--- src/rtl/pcpe_pkg.sv ---
package pcpe_pkg;

    // Palette and lookup sizes
    localparam int NUM_PALETTES = 4;
    localparam int CLUT_DEPTH   = 256;
    localparam int CLUT_ADDR_W  = 8;
    localparam int PAL_SEL_W    = (NUM_PALETTES > 1) ? $clog2(NUM_PALETTES) : 1;
    localparam int PAL_DEPTH    = NUM_PALETTES * CLUT_DEPTH;
    localparam int PAL_ADDR_W   = PAL_SEL_W + CLUT_ADDR_W;

    // Action codes
    localparam logic [1:0] ACT_PAL_WRITE  = 2'd0;
    localparam logic [1:0] ACT_CLUT_WRITE = 2'd1;
    localparam logic [1:0] ACT_TRANSLATE  = 2'd2;
    localparam logic [1:0] ACT_RESERVED   = 2'd3;

    // Configuration register indexes
    localparam logic [2:0] CFG_BIT_DEPTH    = 3'd0;
    localparam logic [2:0] CFG_COLOR_INDEX  = 3'd1;
    localparam logic [2:0] CFG_SEL_PALETTE  = 3'd2;
    localparam logic [2:0] CFG_RED_LAYOUT   = 3'd3;
    localparam logic [2:0] CFG_GREEN_LAYOUT = 3'd4;
    localparam logic [2:0] CFG_BLUE_LAYOUT  = 3'd5;
    localparam logic [2:0] CFG_ALPHA_LAYOUT = 3'd6;

    // Output depth codes
    localparam logic [1:0] DEPTH_8  = 2'd0;
    localparam logic [1:0] DEPTH_16 = 2'd1;
    localparam logic [1:0] DEPTH_24 = 2'd2;
    localparam logic [1:0] DEPTH_32 = 2'd3;

    // Register reset values
    localparam logic [8:0] RST_RED_LAYOUT   = 9'd264;
    localparam logic [8:0] RST_GREEN_LAYOUT = 9'd136;
    localparam logic [8:0] RST_BLUE_LAYOUT  = 9'd8;
    localparam logic [8:0] RST_ALPHA_LAYOUT = 9'd392;

    localparam logic [3:0] MAX_CHAN_BITS = 4'd8;

    typedef struct packed {
        logic [1:0] action;
        logic [1:0] palette_select;
        logic [7:0] entry_index;
        logic [7:0] red;
        logic [7:0] green;
        logic [7:0] blue;
        logic [7:0] alpha;
        logic [7:0] pixel_index;
        logic       end_of_run;
    } t_in_item;

    typedef struct packed {
        logic [31:0] pixel_value;
        logic [2:0]  pixel_bytes;
        logic        line_end;
    } t_out_item;

    typedef struct packed {
        logic [1:0] bit_depth_mode;
        logic       color_index_mode;
        logic [2:0] selected_palette;
        logic [8:0] red_layout;
        logic [8:0] green_layout;
        logic [8:0] blue_layout;
        logic [8:0] alpha_layout;
    } t_cfg;

    typedef struct packed {
        logic                   en;
        logic [CLUT_ADDR_W-1:0] addr;
        logic [31:0]            data;
    } t_clut_wr;

    // Keep the top bits of one channel and place them at its shift
    function automatic logic [31:0] pack_channel(input logic [7:0] c, input logic [8:0] layout);
        logic [3:0]  bits;
        logic [7:0]  top;
        logic [31:0] word;
        bits = (layout[3:0] > MAX_CHAN_BITS) ? MAX_CHAN_BITS : layout[3:0];
        top  = c >> (MAX_CHAN_BITS - bits);
        word = {24'd0, top};
        return word << layout[8:4];
    endfunction

    function automatic logic pal_sel_ok(input logic [3:0] sel);
        return int'(sel) < NUM_PALETTES;
    endfunction

    function automatic logic [PAL_ADDR_W-1:0] pal_addr(input logic [3:0] sel,
                                                      input logic [7:0] idx);
        return {sel[PAL_SEL_W-1:0], idx};
    endfunction

    // Clear bytes above the output depth
    function automatic logic [31:0] mask_pixel(input logic [31:0] v, input logic [1:0] depth);
        logic [31:0] m;
        case (depth)
            DEPTH_8:  m = {24'd0, v[7:0]};
            DEPTH_16: m = {16'd0, v[15:0]};
            DEPTH_24: m = {8'd0, v[23:0]};
            DEPTH_32: m = v;
            default:  m = v;
        endcase
        return m;
    endfunction

endpackage

--- src/rtl/pcpe_cfg_regs.sv ---
module pcpe_cfg_regs (
    input  logic          i_clk,
    input  logic          i_rst_n,
    input  logic          i_cfg_we,
    input  logic [2:0]    i_cfg_idx,
    input  logic [8:0]    i_cfg_wdata,
    output pcpe_pkg::t_cfg o_cfg
);

    pcpe_pkg::t_cfg r_cfg;

    // Load the addressed register; ignore indexes past the list
    always_ff @(posedge i_clk) begin
        if (!i_rst_n) begin
            r_cfg.bit_depth_mode   <= pcpe_pkg::DEPTH_32;
            r_cfg.color_index_mode <= 1'b0;
            r_cfg.selected_palette <= 3'd0;
            r_cfg.red_layout       <= pcpe_pkg::RST_RED_LAYOUT;
            r_cfg.green_layout     <= pcpe_pkg::RST_GREEN_LAYOUT;
            r_cfg.blue_layout      <= pcpe_pkg::RST_BLUE_LAYOUT;
            r_cfg.alpha_layout     <= pcpe_pkg::RST_ALPHA_LAYOUT;
        end else if (i_cfg_we) begin
            case (i_cfg_idx)
                pcpe_pkg::CFG_BIT_DEPTH:    r_cfg.bit_depth_mode   <= i_cfg_wdata[1:0];
                pcpe_pkg::CFG_COLOR_INDEX:  r_cfg.color_index_mode <= i_cfg_wdata[0];
                pcpe_pkg::CFG_SEL_PALETTE:  r_cfg.selected_palette <= i_cfg_wdata[2:0];
                pcpe_pkg::CFG_RED_LAYOUT:   r_cfg.red_layout       <= i_cfg_wdata;
                pcpe_pkg::CFG_GREEN_LAYOUT: r_cfg.green_layout     <= i_cfg_wdata;
                pcpe_pkg::CFG_BLUE_LAYOUT:  r_cfg.blue_layout      <= i_cfg_wdata;
                pcpe_pkg::CFG_ALPHA_LAYOUT: r_cfg.alpha_layout     <= i_cfg_wdata;
                default: ;
            endcase
        end
    end

    assign o_cfg = r_cfg;

endmodule

--- config.mk ---
export PLATFORM = sky130hd
export DESIGN_NAME = pcpe_cfg_regs
export DESIGN_NICKNAME = d
export VERILOG_FILES = /design/src/rtl/pcpe_pkg.sv /design/src/rtl/pcpe_cfg_regs.sv
export SDC_FILE = /design/constraint.sdc
export NUM_CORES = 1
export LEC_CHECK = 0
export BUFFER_PORTS_ARGS = -buffer_cell sky130_fd_sc_hd__buf_2
export CAP_MARGIN = 10
export CORE_MARGIN = 10
export CORE_UTILIZATION = 30
export CTS_CLUSTER_DIAMETER = 50
export CTS_CLUSTER_SIZE = 24
export DETAILED_ROUTE_END_ITERATION = 8
export SYNTH_ARGS = -nofsm -noshare
export SYNTH_HDL_FRONTEND = slang
export SYNTH_SLANG_ARGS = --single-unit
--- constraint.sdc ---
create_clock -name i_clk -period 1.7 [get_ports i_clk]
set_clock_uncertainty 0.05 [all_clocks]
set_input_delay 0.255 -clock i_clk [delete_from_list [all_inputs] [get_ports i_clk]]
set_output_delay 0.255 -clock i_clk [all_outputs]
set_load 0.01 [all_outputs]
=== Word-level counts from Yosys, hierarchy flattened ===
Index checks and enable logic that the tools add are counted.

* Memory bits (writable): 0
* Memories kept: 0
* Latch bits: 0
* Register bits after elaboration: 42
* Logic and storage cells: 21
* Output and inout bits: 42
* ROM bits: 0

* Bitwise gates (word level): 0
* Equal/unequal tests: 6
* Multiply operators: 0
* Shifts and indexed selects: 0
* $add $sub $neg: 0
* Div/mod/pow operators: 0
* $lt $le $gt $ge: 0
* Mux-type cells: 0
* Reductions and logical operators: 8

{| class="wikitable"
|+ Operators with widths
! cell !! number
|-
| AND reduction 2 bit || 7
|-
| == test 3 bit (second input constant) || 3
|-
| == test 3 x 2 -> 1 bit (second input constant) || 2
|-
| == test 3 x 1 -> 1 bit (second input constant) || 1
|-
| zero test 3 bit || 1
|}

=== Longest topological paths before layout ===
* Word-level depth: 2
* Depth in mapped cells: 4
* Depth with buffers taken out: 2

=== Worst setup path after synthesis ===
No wires, ideal clock.

* Kind: input -> register
* From: input port i_rst_n
* To: register r_cfg, in the netlist o_cfg[40]
* Arrival time: 793 ps
* Required time: 1519 ps
* Library setup time: 131 ps
* Stages: 4
* Setup slack: 727 ps
* Cell sequence: buf_2 -> clkbuf_1 -> nor2b_1 -> mux2i_1

{| class="wikitable"
|+ RTL lines
! item !! line !! source
|-
| from (decl) || pcpe_cfg_regs.sv:3 || <nowiki>input logic i_rst_n,</nowiki>
|-
| to (decl) || pcpe_cfg_regs.sv:10 || <nowiki>pcpe_pkg::t_cfg r_cfg;</nowiki>
|}

=== Worst setup path after layout ===
* From: register r_cfg, in the netlist o_cfg[7]
* To: output port o_cfg[7] (netlist bit)

{| class="wikitable"
|+ RTL lines
! item !! line !! source
|-
| to (decl) || pcpe_cfg_regs.sv:7 || <nowiki>output pcpe_pkg::t_cfg o_cfg</nowiki>
|}

No word-level cell between the ends.

==> impl_metrics.csv <==
group,metric,value,unit
grt,first_pass_grt_wire_length,6710,um
power,power.density_cell_area,930,mW/mm2
floorplanning,die-area,0.00888,mm2
placement,io_buffers,56,
grt,gr-usage-met2,14.8,%
floorplanning,row_count,26,
clocking,clock_tree.buffer_depth,2,
critical_path,critPathRequiredTime,1.39,ns
critical_path,crit_family,"flip-flops",
placement,placedInstanceArea,0.00201,mm2
synthesis,yosysSeqAreaShare,50.8,%
critical_path,crit_path_start_kind,"flip-flop",
critical_path,critical_path_cell_count,1,
clocking,clkTransAtPathRegs,0.08,ns
detailed_routing,route.detailed.drc,0,
critical_path,timing_worst_setup_path_type,"flip-flop to output pin",
cells_and_area,post-route-cell-area,0.00212,mm2
detailed_routing,firstDrtPassIters,3,
critical_path,critical_path.cell_chain,"buf_2",
cells_and_area,fillCellCount,546,
detailed_routing,via_per_inst,4.46,
critical_path,slowest_stage,"sky130_fd_sc_hd__dfxtp_1",
status,status,"complete, no violations",
synthesis,synth_top_area_share,50.8,%
sta,time_the_worst_path_needs_with_i_o_delays_and_setup,1.09,ns
worst_hold_path,hp-start,"i_cfg_wdata[7]",
clocking,clock_tree.htree_level_count,2,
floorplanning,floorplan.die.height,94.3,um
detailed_routing,drt_iter0_markers,46,
cells_and_area,final-seq-area,841,um2
cells_and_area,number_of_nets_at_the_end_of_the_flow,229,
power,sequentialPowerShare,51.5,%
synthesis,synth.top_cells.by_count,"sky130_fd_sc_hd__dfxtp_1, sky130_fd_sc_hd__mux2i_1, sky130_fd_sc_hd__nand2_1",
power,net-switching-power,428,uW
synthesis,netlist_instances,157,
floorplanning,die_width,94.3,um
synthesis,library_cells_used_by_synthesis,13,
synthesis,mappedNetlistArea,0.00165,mm2
critical_path,timing.reg2reg.setup_slack,1.03,ns
sta,tns,0,ns
grt,gr-usage-all-layers,9.83,%
clocking,numCtsBuffers,5,
clocking,tritoncts,"yes",
clocking,cts.repair.resized,0,
clocking,cts_sinks,42,
synthesis,synth_ff_type,"sky130_fd_sc_hd__dfxtp_1",
synthesis,number_of_synthesized_register_bits,42,
critical_path,crit_startpoint,"o_cfg[7]$_SDFFE_PN1P_",
grt,gr-total-overflow,0,
cells_and_area,largest_reg_flops,42,
synthesis,synthArstFlopShare,0,%
floorplanning,initial_util,31.6,%
power,internal_power,1540,uW
grt,grt_util_met1,11.7,%
critical_path,timing.critical_path.arrival,0.78,ns
clocking,cts_hold_repair.buffers,0,
sta,timing.final.max_slew_violations,0,
sta,maxClockFrequency,0.919,GHz
critical_path,timing.reg2reg.worst_path_depth,2,
synthesis,synthesized_net_count,172,
grt,largest_net_degree_at_the_start_of_global_routing,39,
worst_hold_path,hold_path.class,"input pin to flip-flop",
floorplanning,io-pin-count,57,
clocking,postCtsSetupBuffers,0,
synthesis,synthesis.yosys.warnings,0,
sta,actual_transition_at_the_worst_max_transition_pin,0.358,ns
cells_and_area,diodes,0,
sta,timing.hold.ws,0.197,ns
power,swShare,21.7,%
synthesis,postSynthAreaPerCell,10.5,um2
cells_and_area,synthToLayoutAreaGrowth,28.1,%
clocking,clk_root_buffer_cell,"sky130_fd_sc_hd__clkbuf_8",
placement,place_congestion,0.668,
detailed_routing,routed_wire_length_per_instance,14.8,um
clocking,clock_insertion_delay_worst_skew,0.29,ns
cells_and_area,multi_input_comb_area,754,um2
grt,vias_in_the_first_global_route,1286,
grt,grt_util_met3,4.88,%
sta,post-route-period-util,64.0,%
critical_path,cp_num_buf_inv,1,
critical_path,regToRegEndpoint,"o_cfg[7]$_SDFFE_PN1P_",
sta,final-setup-viol-count,0,
detailed_routing,num_vias,1266,
power,power.clock.fraction,40.6,%
cells_and_area,drive_gt1_share,32.2,%
power,power.share.combinational,7.9,%
critical_path,regToRegStartpoint,"o_cfg[7]$_SDFFE_PN1P_",
run,max_cap_viol_count,0,
grt,most_used_layer_global_route,"met2",
floorplanning,core,0.00524,mm2
grt,grt_antenna_before_repair,0,
critical_path,endpoint_kind,"output pin",
synthesis,post_synth_edffs,0,
sta,timing.max_slew.rel_slack,76.2,%
power,ir_worst_vdd,0.304,mV
placement,hpwl,3060,um
critical_path,crit_fanout,2,
critical_path,crit_path_max_incr_delay,0.35,ns
critical_path,worst_setup_path_endpoint,"o_cfg[7]",
power,power_leakage,0.00107,uW
synthesis,synthDominantAreaCellType,"sky130_fd_sc_hd__dfxtp_1",
detailed_routing,drt.antenna.violating_nets,0,
synthesis,netlist_top_cells_area,"sky130_fd_sc_hd__dfxtp_1, sky130_fd_sc_hd__mux2i_1, sky130_fd_sc_hd__nand2_1",
detailed_routing,routed_wl,4210,um
sta,hold_viol,0,
sta,rsz_0062_raised_after_global_routing,"no",
-- worst register-to-register path: cells and delay by family (launching register included) --
kind          cells  cell delay (ns)
simple gates      1             0.11
mux               1             0.08
flops             1             0.33
-- cells by family after synthesis --
family / share of synthesized area [%]
buffers and inverters: 3.55
DFF: 50.8
and+or+nand+nor: 20.2
muxes: 25.4
-- per-stage QoR --
stage / utilization [%] / power, uW / worst slack (ns) / std cells
3_3_place_gp: 38.3 / 1200 / 0.474 / 277
6_report: 40.4 / 1970 / 0.612 / 284
3_5_place_dp: 38.3 / 1200 / 0.448 / 277
2_1_floorplan: - / 1130 / 0.727 / 157
5_1_grt: 40.4 / 2080 / 0.558 / 284
4_1_cts: 40.4 / 2000 / 0.606 / 284
-- cells in the final DEF, fill, tap and decap left out --
| cell type | synthesis | final |
|---|---|---|
| sky130_fd_sc_hd__and4bb_1 | 2 | 2 |
| sky130_fd_sc_hd__and4bb_2 | 1 | 1 |
| sky130_fd_sc_hd__buf_12 | 0 | 1 |
| sky130_fd_sc_hd__buf_2 | 2 | 56 |
| sky130_fd_sc_hd__buf_4 | 3 | 3 |
| sky130_fd_sc_hd__bufinv_16 | 0 | 1 |
| sky130_fd_sc_hd__clkbuf_8 | 0 | 6 |
| sky130_fd_sc_hd__dfxtp_1 | 42 | 42 |
| sky130_fd_sc_hd__mux2i_1 | 42 | 42 |
| sky130_fd_sc_hd__nand2_1 | 40 | 40 |
| sky130_fd_sc_hd__nand4b_1 | 3 | 3 |
| sky130_fd_sc_hd__nand4bb_1 | 1 | 1 |
| sky130_fd_sc_hd__nor2b_1 | 15 | 15 |
| sky130_fd_sc_hd__nor4b_2 | 1 | 1 |
-- layer usage --
metal	part of all wire, %	wire length (um)
met5	0	0
met4	1.2	52
met3	9.2	387
met2	46	1920
met1	44	1840
-- worst min path at each step --
stage | cells past startpoint | to | slack, ns
after global routing | 3 | o_cfg[25]$_SDFFE_PN1P_ | 0.21
final | 3 | o_cfg[34]$_SDFFE_PN0P_ | 0.20
after floorplan | 2 | o_cfg[16]$_SDFFE_PN0P_ | 0.37
after CTS | 3 | o_cfg[34]$_SDFFE_PN0P_ | 0.19
after detailed placement | 2 | o_cfg[38]$_SDFFE_PN0P_ | 0.40
after global placement | 2 | o_cfg[38]$_SDFFE_PN0P_ | 0.39
-- power by group through the flow --
stage	Clock, uW	Combinational (uW)	Sequential [uW]
after floorplan	0	79.1	1050
after global placement	0	157	1040
after detailed placement	0	159	1040
after CTS	823	159	1020
after global routing	887	172	1020
final	799	156	1020
-- layout make-up --
cell class	count	share of cell area (%)
clock buffers	6	3.90
multi-input cells	105	35.6
well taps	70	4.13
repair buffers	60	15.2
clock inverters	1	1.42
flip-flops and latches	42	39.7
No activity file was read; power rests on OpenSTA's default activity.
